File: src/sv/rcd_pkg.sv
`default_nettype none
package rcd_pkg;

    localparam int MAX_BYTES_DEF = 8;

    localparam int CODE_W       = 7;
    localparam int RAW_W        = 8;
    localparam int ID_W         = 4;
    localparam int VALUE_W      = 8;
    localparam int BYTE_COUNT_W = 4;
    localparam int CH2_LEN      = 6;
    localparam int CFG_IDX_W    = 1;
    localparam int CFG_DATA_W   = 4;
    localparam int Q_DEPTH      = 2;
    localparam int Q_AW         = 1;

    typedef logic [CODE_W-1:0] t_code;
    typedef logic [ID_W-1:0]   t_id;

    localparam t_code CODE_DATA_LIM = 7'h40;
    localparam t_code CODE_ACK      = 7'd64;
    localparam t_code CODE_NACK     = 7'd65;
    localparam t_code CODE_RESV     = 7'd66;
    localparam t_code CODE_INV      = 7'd67;

    localparam t_id ADDR_HIGH_RST = 4'd1;
    localparam t_id ADDR_LOW_RST  = 4'd2;

    typedef enum logic {
        OP_BYTE = 1'b0,
        OP_END  = 1'b1
    } t_op;

    typedef enum logic [CFG_IDX_W-1:0] {
        REG_ADDR_HIGH = 1'b0,
        REG_ADDR_LOW  = 1'b1
    } t_reg_idx;

    typedef struct packed {
        t_op   op;
        t_code code;
    } t_qitem;

    typedef struct packed {
        logic [BYTE_COUNT_W-1:0]          byte_count;
        logic                             all_bytes_valid;
        logic                             ch1_valid;
        t_id                              ch1_id;
        logic [VALUE_W-1:0]               ch1_value;
        logic                             ch2_valid;
        logic [CH2_LEN-1:0][CODE_W-1:0]   ch2_value;
    } t_result;

    localparam t_code CI = CODE_INV;
    localparam t_code CA = CODE_ACK;
    localparam t_code CN = CODE_NACK;
    localparam t_code CR = CODE_RESV;

    // 4-of-8 decode table, indexed by the received byte.
    localparam t_code DEC_TABLE [256] = '{
        CI, CI, CI, CI, CI, CI, CI, CI,  CI, CI, CI, CI, CI, CI, CI, CA,
        CI, CI, CI, CI, CI, CI, CI, 7'h33, CI, CI, CI, 7'h34, CI, 7'h35, 7'h36, CI,
        CI, CI, CI, CI, CI, CI, CI, 7'h3a, CI, CI, CI, 7'h3b, CI, 7'h3c, 7'h37, CI,
        CI, CI, CI, 7'h3f, CI, 7'h3d, 7'h38, CI, CI, 7'h3e, 7'h39, CI, CN, CI, CI, CI,
        CI, CI, CI, CI, CI, CI, CI, 7'h24, CI, CI, CI, 7'h23, CI, 7'h22, 7'h21, CI,
        CI, CI, CI, 7'h1f, CI, 7'h1e, 7'h20, CI, CI, 7'h1d, 7'h1c, CI, 7'h1b, CI, CI, CI,
        CI, CI, CI, 7'h19, CI, 7'h18, 7'h1a, CI, CI, 7'h17, 7'h16, CI, 7'h15, CI, CI, CI,
        CI, 7'h25, 7'h14, CI, 7'h13, CI, CI, CI, 7'h32, CI, CI, CI, CI, CI, CI, CI,
        CI, CI, CI, CI, CI, CI, CI, CR,  CI, CI, CI, 7'h0e, CI, 7'h0d, 7'h0c, CI,
        CI, CI, CI, 7'h0a, CI, 7'h09, 7'h0b, CI, CI, 7'h08, 7'h07, CI, 7'h06, CI, CI, CI,
        CI, CI, CI, 7'h04, CI, 7'h03, 7'h05, CI, CI, 7'h02, 7'h01, CI, 7'h00, CI, CI, CI,
        CI, 7'h0f, 7'h10, CI, 7'h11, CI, CI, CI, 7'h12, CI, CI, CI, CI, CI, CI, CI,
        CI, CI, CI, CR, CI, 7'h2b, 7'h30, CI, CI, 7'h2a, 7'h2f, CI, 7'h31, CI, CI, CI,
        CI, 7'h29, 7'h2e, CI, 7'h2d, CI, CI, CI, 7'h2c, CI, CI, CI, CI, CI, CI, CI,
        CI, CR, 7'h28, CI, 7'h27, CI, CI, CI, 7'h26, CI, CI, CI, CI, CI, CI, CI,
        CA, CI, CI, CI, CI, CI, CI, CI,  CI, CI, CI, CI, CI, CI, CI, CI
    };

endpackage
`default_nettype wire

File: src/sv/rcd_in_if.sv
`default_nettype none
interface rcd_in_if;
    import rcd_pkg::*;

    logic             valid;
    logic             ready;
    logic             operation;
    logic [RAW_W-1:0] raw_byte;

    modport source (output valid, output operation, output raw_byte, input ready);
    modport sink   (input valid, input operation, input raw_byte, output ready);
endinterface
`default_nettype wire

File: src/sv/rcd_out_if.sv
`default_nettype none
interface rcd_out_if;
    import rcd_pkg::*;

    logic                    valid;
    logic                    ready;
    logic [BYTE_COUNT_W-1:0] byte_count;
    logic                    all_bytes_valid;
    logic                    ch1_valid;
    logic [ID_W-1:0]         ch1_id;
    logic [VALUE_W-1:0]      ch1_value;
    logic                    ch2_valid;
    logic [CODE_W-1:0]       ch2_value0;
    logic [CODE_W-1:0]       ch2_value1;
    logic [CODE_W-1:0]       ch2_value2;
    logic [CODE_W-1:0]       ch2_value3;
    logic [CODE_W-1:0]       ch2_value4;
    logic [CODE_W-1:0]       ch2_value5;

    modport source (
        output valid, output byte_count, output all_bytes_valid, output ch1_valid,
        output ch1_id, output ch1_value, output ch2_valid, output ch2_value0,
        output ch2_value1, output ch2_value2, output ch2_value3, output ch2_value4,
        output ch2_value5, input ready
    );
    modport sink (
        input valid, input byte_count, input all_bytes_valid, input ch1_valid,
        input ch1_id, input ch1_value, input ch2_valid, input ch2_value0,
        input ch2_value1, input ch2_value2, input ch2_value3, input ch2_value4,
        input ch2_value5, output ready
    );
endinterface
`default_nettype wire

File: src/sv/rcd_front.sv
`default_nettype none
module rcd_front (
    rcd_in_if.sink          i_in,
    output logic            o_push_valid,
    output rcd_pkg::t_qitem o_push_item,
    input  logic            i_push_ready
);
    import rcd_pkg::*;

    // The byte is decoded on the way into the queue; the code of an
    // end-of-window item is never looked at.
    always_comb begin
        i_in.ready       = i_push_ready;
        o_push_valid     = i_in.valid;
        o_push_item.op   = t_op'(i_in.operation);
        o_push_item.code = DEC_TABLE[i_in.raw_byte];
    end
endmodule
`default_nettype wire

File: src/sv/rcd_queue.sv
`default_nettype none
module rcd_queue (
    input  logic            i_clk,
    input  logic            i_rst_n,
    input  logic            i_push_valid,
    input  rcd_pkg::t_qitem i_push_item,
    output logic            o_push_ready,
    output logic            o_pop_valid,
    output rcd_pkg::t_qitem o_pop_item,
    input  logic            i_pop_ready
);
    import rcd_pkg::*;

    t_qitem          r_mem [Q_DEPTH];
    logic [Q_AW-1:0] r_wr_ptr, n_wr_ptr;
    logic [Q_AW-1:0] r_rd_ptr, n_rd_ptr;
    logic [Q_AW:0]   r_cnt, n_cnt;
    logic            push, pop;

    always_comb begin
        o_push_ready = (r_cnt != (Q_AW+1)'(Q_DEPTH));
        o_pop_valid  = (r_cnt != '0);
        o_pop_item   = r_mem[r_rd_ptr];
        push         = i_push_valid && o_push_ready;
        pop          = o_pop_valid && i_pop_ready;
        // The depth is a power of two, so the pointers wrap on their own.
        n_wr_ptr     = push ? r_wr_ptr + 1'b1 : r_wr_ptr;
        n_rd_ptr     = pop ? r_rd_ptr + 1'b1 : r_rd_ptr;
        n_cnt        = r_cnt + (Q_AW+1)'(push) - (Q_AW+1)'(pop);
    end

    always_ff @(posedge i_clk) begin
        if (!i_rst_n) begin
            r_wr_ptr <= '0;
            r_rd_ptr <= '0;
            r_cnt    <= '0;
        end else begin
            r_wr_ptr <= n_wr_ptr;
            r_rd_ptr <= n_rd_ptr;
            r_cnt    <= n_cnt;
        end
    end

    always_ff @(posedge i_clk) begin
        if (push) begin
            r_mem[r_wr_ptr] <= i_push_item;
        end
    end
endmodule
`default_nettype wire

File: src/sv/rcd_back.sv
`default_nettype none
module rcd_back #(
    parameter int MAX_BYTES = rcd_pkg::MAX_BYTES_DEF
) (
    input  logic                            i_clk,
    input  logic                            i_rst_n,
    input  logic                            i_cfg_we,
    input  logic [rcd_pkg::CFG_IDX_W-1:0]   i_cfg_idx,
    input  logic [rcd_pkg::CFG_DATA_W-1:0]  i_cfg_data,
    input  logic                            i_q_valid,
    input  rcd_pkg::t_qitem                 i_q_item,
    output logic                            o_q_ready,
    rcd_out_if.source                       o_out
);
    import rcd_pkg::*;

    localparam int CW = $clog2(MAX_BYTES + 1);
    localparam int SW = $clog2(MAX_BYTES);

    t_code         r_store [MAX_BYTES];
    logic [CW-1:0] r_count;
    logic          r_clean;
    t_id           r_addr_high;
    t_id           r_addr_low;
    logic          r_out_valid;
    t_result       r_res, n_res;

    logic          is_end, take, has_room;
    logic          ch1_ok, ch2_ok;
    t_id           id0;
    logic [CW-1:0] ch2_need;

    always_comb begin
        is_end    = (i_q_item.op == OP_END);
        // Bytes never wait; only a result needs the output register free.
        o_q_ready = !is_end || !r_out_valid || o_out.ready;
        take      = i_q_valid && o_q_ready;
        has_room  = (r_count < CW'(MAX_BYTES));
    end

    always_comb begin
        id0    = r_store[0][5:2];
        ch1_ok = (r_count >= CW'(2)) && (r_store[0] < CODE_DATA_LIM)
                 && (r_store[1] < CODE_DATA_LIM)
                 && ((id0 == r_addr_high) || (id0 == r_addr_low));
        ch2_need = ch1_ok ? CW'(CH2_LEN + 2) : CW'(CH2_LEN);
        ch2_ok   = (r_count == ch2_need);
        n_res    = '0;
        for (int k = 0; k < CH2_LEN; k++) begin
            n_res.ch2_value[k] = ch1_ok ? r_store[k+2] : r_store[k];
            if (n_res.ch2_value[k] == CODE_INV) begin
                ch2_ok = 1'b0;
            end
        end
        if (!ch2_ok) begin
            n_res.ch2_value = '0;
        end
        n_res.ch2_valid       = ch2_ok;
        n_res.byte_count      = BYTE_COUNT_W'(r_count);
        n_res.all_bytes_valid = r_clean;
        n_res.ch1_valid       = ch1_ok;
        n_res.ch1_id          = ch1_ok ? id0 : '0;
        n_res.ch1_value       = ch1_ok ? {r_store[0][1:0], r_store[1][5:0]} : '0;
    end

    always_ff @(posedge i_clk) begin
        if (!i_rst_n) begin
            r_count     <= '0;
            r_clean     <= 1'b1;
            r_addr_high <= ADDR_HIGH_RST;
            r_addr_low  <= ADDR_LOW_RST;
            r_out_valid <= 1'b0;
        end else begin
            if (i_cfg_we) begin
                unique case (t_reg_idx'(i_cfg_idx))
                    REG_ADDR_HIGH: r_addr_high <= i_cfg_data;
                    REG_ADDR_LOW:  r_addr_low  <= i_cfg_data;
                    default: ;
                endcase
            end
            if (take && is_end) begin
                r_count <= '0;
                r_clean <= 1'b1;
            end else if (take && has_room) begin
                r_count <= r_count + 1'b1;
                if (i_q_item.code == CODE_INV) begin
                    r_clean <= 1'b0;
                end
            end
            if (take && is_end) begin
                r_out_valid <= 1'b1;
            end else if (o_out.ready) begin
                r_out_valid <= 1'b0;
            end
        end
    end

    always_ff @(posedge i_clk) begin
        if (take && !is_end && has_room) begin
            r_store[r_count[SW-1:0]] <= i_q_item.code;
        end
        if (take && is_end) begin
            r_res <= n_res;
        end
    end

    always_comb begin
        o_out.valid           = r_out_valid;
        o_out.byte_count      = r_res.byte_count;
        o_out.all_bytes_valid = r_res.all_bytes_valid;
        o_out.ch1_valid       = r_res.ch1_valid;
        o_out.ch1_id          = r_res.ch1_id;
        o_out.ch1_value       = r_res.ch1_value;
        o_out.ch2_valid       = r_res.ch2_valid;
        o_out.ch2_value0      = r_res.ch2_value[0];
        o_out.ch2_value1      = r_res.ch2_value[1];
        o_out.ch2_value2      = r_res.ch2_value[2];
        o_out.ch2_value3      = r_res.ch2_value[3];
        o_out.ch2_value4      = r_res.ch2_value[4];
        o_out.ch2_value5      = r_res.ch2_value[5];
    end
endmodule
`default_nettype wire

File: src/sv/railcom_cutout_decoder.sv
`default_nettype none
// Channel   Dir  Contents                                        Items
// i_in      in   operation, raw_byte                             one per byte or window end
// o_out     out  byte_count, all_bytes_valid, ch1_*, ch2_*       one per window end
// i_cfg_*   in   write enable, register index, 4-bit data        addr_high_id, addr_low_id
//
// One item is taken every cycle while the queue has room; bytes are decoded by table
// lookup on entry and stored into a register file one per cycle in the back end.
// A result is registered at the edge its end item leaves the two-entry queue, so o_out.valid
// rises at the earliest once the end item has passed the queue entry and the result register.
// While a result waits on o_out, further bytes are still taken; only a second window end
// waits, and the queue then fills and drops i_in.ready.
// Reset clears the byte count and the output valid, sets the clean-window flag, and loads the IDs 1 and 2.
module railcom_cutout_decoder #(
    parameter int MAX_BYTES = rcd_pkg::MAX_BYTES_DEF
) (
    input  logic                            i_clk,
    input  logic                            i_rst_n,
    input  logic                            i_cfg_we,
    input  logic [rcd_pkg::CFG_IDX_W-1:0]   i_cfg_idx,
    input  logic [rcd_pkg::CFG_DATA_W-1:0]  i_cfg_data,
    rcd_in_if.sink                          i_in,
    rcd_out_if.source                       o_out
);
    import rcd_pkg::*;

    logic   push_valid, push_ready;
    t_qitem push_item;
    logic   pop_valid, pop_ready;
    t_qitem pop_item;

    rcd_front u_front (
        .i_in         (i_in),
        .o_push_valid (push_valid),
        .o_push_item  (push_item),
        .i_push_ready (push_ready)
    );

    rcd_queue u_queue (
        .i_clk        (i_clk),
        .i_rst_n      (i_rst_n),
        .i_push_valid (push_valid),
        .i_push_item  (push_item),
        .o_push_ready (push_ready),
        .o_pop_valid  (pop_valid),
        .o_pop_item   (pop_item),
        .i_pop_ready  (pop_ready)
    );

    rcd_back #(
        .MAX_BYTES (MAX_BYTES)
    ) u_back (
        .i_clk      (i_clk),
        .i_rst_n    (i_rst_n),
        .i_cfg_we   (i_cfg_we),
        .i_cfg_idx  (i_cfg_idx),
        .i_cfg_data (i_cfg_data),
        .i_q_valid  (pop_valid),
        .i_q_item   (pop_item),
        .o_q_ready  (pop_ready),
        .o_out      (o_out)
    );
endmodule
`default_nettype wire

File: src/flat_wrapper.sv
// flat-port wrapper written by rule: the top's interface ports become plain ports
module railcom_cutout_decoder_flat import rcd_pkg::*;
#(
    parameter int MAX_BYTES = rcd_pkg::MAX_BYTES_DEF
)
  (i_clk, i_rst_n, i_cfg_we, i_cfg_idx, i_cfg_data, i_in_valid, i_in_operation, i_in_raw_byte, i_in_ready, o_out_valid, o_out_byte_count, o_out_all_bytes_valid, o_out_ch1_valid, o_out_ch1_id, o_out_ch1_value, o_out_ch2_valid, o_out_ch2_value0, o_out_ch2_value1, o_out_ch2_value2, o_out_ch2_value3, o_out_ch2_value4, o_out_ch2_value5, o_out_ready);
  rcd_in_if i_in_i ();
  rcd_out_if o_out_i ();
  input  logic i_clk;
  input  logic i_rst_n;
  input  logic i_cfg_we;
  input  logic [rcd_pkg::CFG_IDX_W-1:0] i_cfg_idx;
  input  logic [rcd_pkg::CFG_DATA_W-1:0] i_cfg_data;
  input wire logic [$bits(i_in_i.valid)-1:0] i_in_valid;
  input wire logic [$bits(i_in_i.operation)-1:0] i_in_operation;
  input wire logic [$bits(i_in_i.raw_byte)-1:0] i_in_raw_byte;
  output wire logic [$bits(i_in_i.ready)-1:0] i_in_ready;
  output wire logic [$bits(o_out_i.valid)-1:0] o_out_valid;
  output wire logic [$bits(o_out_i.byte_count)-1:0] o_out_byte_count;
  output wire logic [$bits(o_out_i.all_bytes_valid)-1:0] o_out_all_bytes_valid;
  output wire logic [$bits(o_out_i.ch1_valid)-1:0] o_out_ch1_valid;
  output wire logic [$bits(o_out_i.ch1_id)-1:0] o_out_ch1_id;
  output wire logic [$bits(o_out_i.ch1_value)-1:0] o_out_ch1_value;
  output wire logic [$bits(o_out_i.ch2_valid)-1:0] o_out_ch2_valid;
  output wire logic [$bits(o_out_i.ch2_value0)-1:0] o_out_ch2_value0;
  output wire logic [$bits(o_out_i.ch2_value1)-1:0] o_out_ch2_value1;
  output wire logic [$bits(o_out_i.ch2_value2)-1:0] o_out_ch2_value2;
  output wire logic [$bits(o_out_i.ch2_value3)-1:0] o_out_ch2_value3;
  output wire logic [$bits(o_out_i.ch2_value4)-1:0] o_out_ch2_value4;
  output wire logic [$bits(o_out_i.ch2_value5)-1:0] o_out_ch2_value5;
  input wire logic [$bits(o_out_i.ready)-1:0] o_out_ready;
  assign i_in_i.valid = i_in_valid;
  assign i_in_i.operation = i_in_operation;
  assign i_in_i.raw_byte = i_in_raw_byte;
  assign i_in_ready = i_in_i.ready;
  assign o_out_valid = o_out_i.valid;
  assign o_out_byte_count = o_out_i.byte_count;
  assign o_out_all_bytes_valid = o_out_i.all_bytes_valid;
  assign o_out_ch1_valid = o_out_i.ch1_valid;
  assign o_out_ch1_id = o_out_i.ch1_id;
  assign o_out_ch1_value = o_out_i.ch1_value;
  assign o_out_ch2_valid = o_out_i.ch2_valid;
  assign o_out_ch2_value0 = o_out_i.ch2_value0;
  assign o_out_ch2_value1 = o_out_i.ch2_value1;
  assign o_out_ch2_value2 = o_out_i.ch2_value2;
  assign o_out_ch2_value3 = o_out_i.ch2_value3;
  assign o_out_ch2_value4 = o_out_i.ch2_value4;
  assign o_out_ch2_value5 = o_out_i.ch2_value5;
  assign o_out_i.ready = o_out_ready;
  railcom_cutout_decoder #(.MAX_BYTES(MAX_BYTES)) u_core (.i_clk(i_clk), .i_rst_n(i_rst_n), .i_cfg_we(i_cfg_we), .i_cfg_idx(i_cfg_idx), .i_cfg_data(i_cfg_data), .i_in(i_in_i), .o_out(o_out_i));
endmodule
File: config.mk
export PLATFORM = sky130hd
export DESIGN_NAME = railcom_cutout_decoder_flat
export DESIGN_NICKNAME = d
export VERILOG_FILES = /design/src/sv/rcd_pkg.sv /design/src/sv/rcd_in_if.sv /design/src/sv/rcd_out_if.sv /design/src/sv/rcd_front.sv /design/src/sv/rcd_queue.sv /design/src/sv/rcd_back.sv /design/src/sv/railcom_cutout_decoder.sv /design/src/flat_wrapper.sv
export SDC_FILE = /design/constraint.sdc
export NUM_CORES = 1
export LEC_CHECK = 0
export BUFFER_PORTS_ARGS = -buffer_cell sky130_fd_sc_hd__buf_2
export CORE_MARGIN = 2
export CORE_UTILIZATION = 35
export CTS_CLUSTER_DIAMETER = 40
export DETAILED_ROUTE_END_ITERATION = 10
export HOLD_SLACK_MARGIN = 0.12
export PLACE_DENSITY = 0.55
export SLEW_MARGIN = 5
export SYNTH_ARGS = -nofsm -noshare
export SYNTH_HDL_FRONTEND = slang
export SYNTH_HIERARCHICAL = 1
export SYNTH_SLANG_ARGS = --single-unit
File: constraint.sdc
create_clock -name i_clk -period 4.1 [get_ports i_clk]
set_input_delay 0.615 -clock i_clk [delete_from_list [all_inputs] [get_ports i_clk]]
set_output_delay 0.615 -clock i_clk [all_outputs]
set_load 0.005 [all_outputs]
## Word-level counts from Yosys, hierarchy flattened

Memory sizes are Yosys's and may differ from the RTL's. A register that Yosys moved wholly into a read port is not among the register bits.
Index checks and enable logic that the tools add are counted.

- Register bits: 79
- RAM bits: 72
- Memory bits (read-only): 1792
- Word-level logic and storage cells: 90
- Memories kept: 3

Memories:

| name | words | width | read ports | clocked after memory_dff | write ports | line | RTL |
|---|---|---|---|---|---|---|---|
| (name not given) | 256 | 7 | 1 | 0 | 0 | rcd_front.sv:16 | `o_push_item.code = DEC_TABLE[i_in.raw_byte];` |
| u_core.u_back.r_store | 8 | 7 | 8 | 0 | 1 | rcd_back.sv:20 | `t_code r_store [MAX_BYTES];` |
| u_core.u_queue.r_mem | 2 | 8 | 1 | 1 | 1 | rcd_queue.sv:14 | `t_qitem r_mem [Q_DEPTH];` |

- Add/sub/neg operators: 5
- Order comparisons: 5
- Eq/ne operators: 11
- Muxes and demuxes: 23
- Bitwise logic cells: 3
- Reduce and logical (&&, ||, !) cells: 20

Operator list:

| operator | count |
|---|---|
| two-way mux 7 bit | 8 |
| equality test 7 bit, second input constant | 7 |
| < comparator 7 bit, second input constant | 2 |
| two-way mux 1 bit | 14 |
| equality test 4 bit | 3 |
| >= comparator 9 bit, second input constant | 1 |
| logical AND 1 bit | 9 |
| NOT 8 -> 9 bit | 1 |
| AND reduction 2 bit | 3 |
| adder 4 x 1 -> 4 bit, second input constant | 1 |
| >= comparator 4 x 2 -> 1 bit, second input constant | 1 |
| < comparator 4 bit, second input constant | 1 |
| two-way mux 4 bit | 1 |
| nonzero test 2 bit | 2 |
| logical OR 1 bit | 3 |
| adder 1 bit, second input constant | 2 |
| adder 2 x 1 -> 2 bit | 1 |
| zero test 1 bit | 2 |
| inequality test 2 bit, second input constant | 1 |
| NOT 1 bit | 2 |
| OR reduction 2 bit | 1 |
| subtractor 2 x 1 -> 2 bit | 1 |

## Depth between registers and ports, before layout

- Word-level depth: 12
- Depth in mapped cells: 9

## Modules after synthesis

Netlist, hierarchy kept.

Modules (own cells, without submodules):

| module | times used | cells an instance | area an instance (um^2) |
|---|---|---|---|
| rcd_back | 1 | 350 | 5602.9 |
| rcd_front | 1 | 231 | 1581.5 |
| rcd_queue | 1 | 54 | 838.3 |

## Worst setup path after synthesis

No wires, ideal clock.

- Path kind: register to register
- From: reg with a tool-made name
- To: mem u_core/u_back/r_store[0][0] (netlist bit), enable pin
- Library setup time: 0.390 ns
- Arrival: 2.321 ns
- Slack: 1.389 ns
- Stages on the path, launching flop included: 8
- Cell sequence: dfxtp_1 -> buf_2 -> mux2_2 -> nand3b_1 -> and3b_1 -> clkbuf_1 -> nand2b_1 -> nor4_1

RTL lines:

| element | line |
|---|---|
| end, declared | rcd_back.sv:20 |

==> impl_metrics.ini <==
[run_status]
outcome = finished, final reports clean

[yosys]
syn_inst = 635
synthArstFlopShare_pct = 0
synthFlopType = edfxtp_1
yosysSeqAreaShare_pct = 54.5
synth-seq-cells = 152
synth_area_per_cell_um2 = 12.6
yosysWarnings = 6
synth_nets = 664
ys_types = 75
syn_area_um2 = 8020
synth_edf_count = 133

[place]
routabilityCongestion = 0.870
portBuffers = 81
post-dp-hpwl_um = 13600
dp_cells = 956

[floorplan]
core_area_um2 = 22600
start_util_pct = 35.5
pin_count = 82
die-area_um2 = 24100
die_h_um = 155
die_x_um = 155
rows = 55

[route]
drc = 0
vias_per_cell = 5.47
met1_length_um = 8760
drt_iter0_drc = 368
drtPass1Iterations = 5
wire_per_inst_um = 19.6
routed-wl-met3_um = 1090
drt_wl_total_um = 19400
top_layer = met4
dr_total_vias = 5409
detail-route-antenna-nets = 0
wl_met2_um = 9160

[timing]
slew_headroom_pct = 28.7
setup_tns_ps = 0
finalCritPeriodShare_pct = 73.6
slew_violations = 0
layout_min_cycle_time_ps = 3020
skew_ps = 15.1
rsz0062_at_grt = false
setup_viol = 0
hold_violations = 0
tightest_slew_ps = 1060
clock.fmax_mhz = 331

[grt]
overflow = 0
track_usage_pct = 16.3
first_global_vias = 5306
antenna_found_initial = 0
grt_pass1_wl_um = 30200
grt_max_degree = 44

[critical_path]
start_kind = register
reg2reg_slack_ps = 1080
cp.required_ps = 4130
reg2regPathDepth = 5
cp-end-kind = register
cp.arrival_ps = 3050
cp_max_fo = 9
path_class = register to register
reg2reg_to = u_core/u_back/r_store[3][3]$_DFFE_PP_

[cells_and_area]
layout_common_cells = edfxtp_1, buf_2, mux2i_1, nand2_1, nor4_2
fillers = 2158
diodes = 0
final_common_cell = edfxtp_1
fin_cells = 988
area_growth_pct = 13.8
layout.nets = 719
layout-drive-gt1-share_pct = 26.5

[power]
vdd_ir_drop_max_v = 0.000311
p_leak_nw = 3.03
p_per_area_nw_per_um2 = 510

[clock_tree]
post_cts.repair.setup_buffers = 0
post_cts_resized = 0
cts_sinks = 152
cts-root-buf = clkbuf_16
htreeDepth = 4
clkLatencyLatePin_ps = 420
path_clk_slew_ps = 60
cts_tree = yes
clockBufferDepth = 2
cts_buffers = 17
cts_hold_buf = 0

[hold_path]
min-delay-path-class = primary input to register
hold_path_end = u_core/u_queue/r_mem[1][7]$_DFFE_PP_
worstHoldStart = i_in_operation
holdPathStages = 1

[run]
maxCapViolCount = 0
## state kept, by name, summed over array words and instances (netlist names), 7 cells and up, named ones only
register	cells
u_core/u_back/o_out.ch2_value3	7
u_core/u_queue/r_mem	16
u_core/u_back/o_out.ch2_value1	7
u_core/u_back/r_store	56
u_core/u_back/o_out.ch2_value4	7
u_core/u_back/o_out.ch2_value2	7
u_core/u_back/o_out.ch2_value5	7
u_core/u_back/o_out.ch2_value0	7
u_core/u_back/o_out.ch1_value	8
## per-stage QoR
step	hold WS, ps	setup slack [ps]	area [µm²]	util, %	total power, mW
3_5_place_dp	441	1090	8540	37.8	3.19
3_3_place_gp	434	1130	8540	37.8	3.16
5_1_grt	374	840	9130	40.4	4.89
6_report	398	1080	9130	40.4	4.65
4_1_cts	375	1070	9130	40.4	4.71
2_1_floorplan	403	1390	8020	-	2.80
## how the worst max path moves through the flow
stage                     start  cells after the start  slack [ps]                                    end
2_1_floorplan          register                      7        1390  u_core/u_back/r_store[0][0]$_DFFE_PP_
3_3_place_gp   i_in_raw_byte[0]                      7        1130   u_core/u_queue/r_mem[0][6]$_DFFE_PP_
3_5_place_dp           register                      5        1090  u_core/u_back/r_store[3][0]$_DFFE_PP_
4_1_cts                register                      5        1070  u_core/u_back/r_store[3][0]$_DFFE_PP_
5_1_grt                register                      5         840  u_core/u_back/r_store[3][3]$_DFFE_PP_
6_report               register                      5        1080  u_core/u_back/r_store[3][3]$_DFFE_PP_
## per-layer routing
layer	global-route usage, %	vias to the layer above
li1	-	2562
met3	3.98	23
met4	5.72	0
met5	0	-
met1	22.0	2641
met2	25.8	183
## synthesized netlist by cell type (3+ instances only)
| cell | number | area share, % |
|---|---|---|
| edfxtp_1 | 133 | 50 |
| mux2i_1 | 53 | 6.6 |
| nand2_1 | 40 | 1.9 |
| nor4_2 | 38 | 5.9 |
| nor2_1 | 27 | 1.3 |
| buf_2 | 19 | 1.2 |
| dfxtp_1 | 19 | 4.7 |
| a21oi_1 | 18 | 1.1 |
| clkbuf_1 | 16 | 0.75 |
| mux2_2 | 15 | 2.1 |
| and2_1 | 14 | 1.1 |
| o21ai_0 | 12 | 0.75 |
| nor3_1 | 11 | 0.69 |
| nor4_1 | 11 | 0.86 |
| xnor2_1 | 11 | 1.2 |
| buf_6 | 10 | 1.4 |
| ha_1 | 10 | 1.6 |
| inv_1 | 10 | 0.47 |
| nor2b_1 | 10 | 0.78 |
| nand3_1 | 9 | 0.56 |
| nand2b_1 | 8 | 0.62 |
| a31oi_1 | 7 | 0.55 |
| o211ai_1 | 7 | 0.66 |
| a21boi_0 | 6 | 0.56 |
| buf_4 | 6 | 0.56 |
| nand4_1 | 6 | 0.47 |
| a211oi_1 | 5 | 0.47 |
| a22oi_1 | 5 | 0.47 |
| nand4b_1 | 5 | 0.55 |
| o22ai_1 | 5 | 0.39 |
| a221oi_1 | 4 | 0.44 |
| a311o_1 | 4 | 0.50 |
| a311oi_1 | 4 | 0.44 |
| a32oi_1 | 4 | 0.44 |
| and3_1 | 4 | 0.31 |
| nand3b_1 | 4 | 0.37 |
| nor3b_1 | 4 | 0.37 |
| o21ai_1 | 4 | 0.25 |
| xor2_1 | 4 | 0.44 |
| clkbuf_4 | 3 | 0.28 |
| o2bb2ai_1 | 3 | 0.33 |
## worst max-delay path, cell delays in order, from the launching register on
cell,delay (ps)
dfxtp_1,540
mux2_2,460
nand3b_1,230
and3b_1,420
nand3_1,150
nor3_1,830
## where the power goes
group	switching [mW]	internal, mW	leakage, nW	total [mW]
clock	0.576	0.940	0.287	1.52
sequential	0.134	2.05	1.39	2.19
combinational	0.624	0.329	1.36	0.953
## layout make-up
type / instances / area, µm² / share of cell area, %
clock inverters: 3 / 26.3 / 0.288
multi-input cells: 415 / 3270 / 35.8
flip-flops and latches: 152 / 4370 / 47.9
well taps: 285 / 357 / 3.91
clock buffers: 29 / 566 / 6.19
repair buffers: 93 / 495 / 5.43
inverters: 11 / 41.3 / 0.452
## cell families (layout without fill, tap and decap cells)
logic type	count (synthesis)	count (layout)	share of synthesized area, %
compound gates	114	114	10.8
xor+xnor	16	16	1.84
simple gates	205	205	17.3
fa+ha+maj	10	10	1.56
buf+inv	68	136	4.85
mux	70	70	9.17
flops	152	152	54.5
Power figures use the tool's default switching activity.
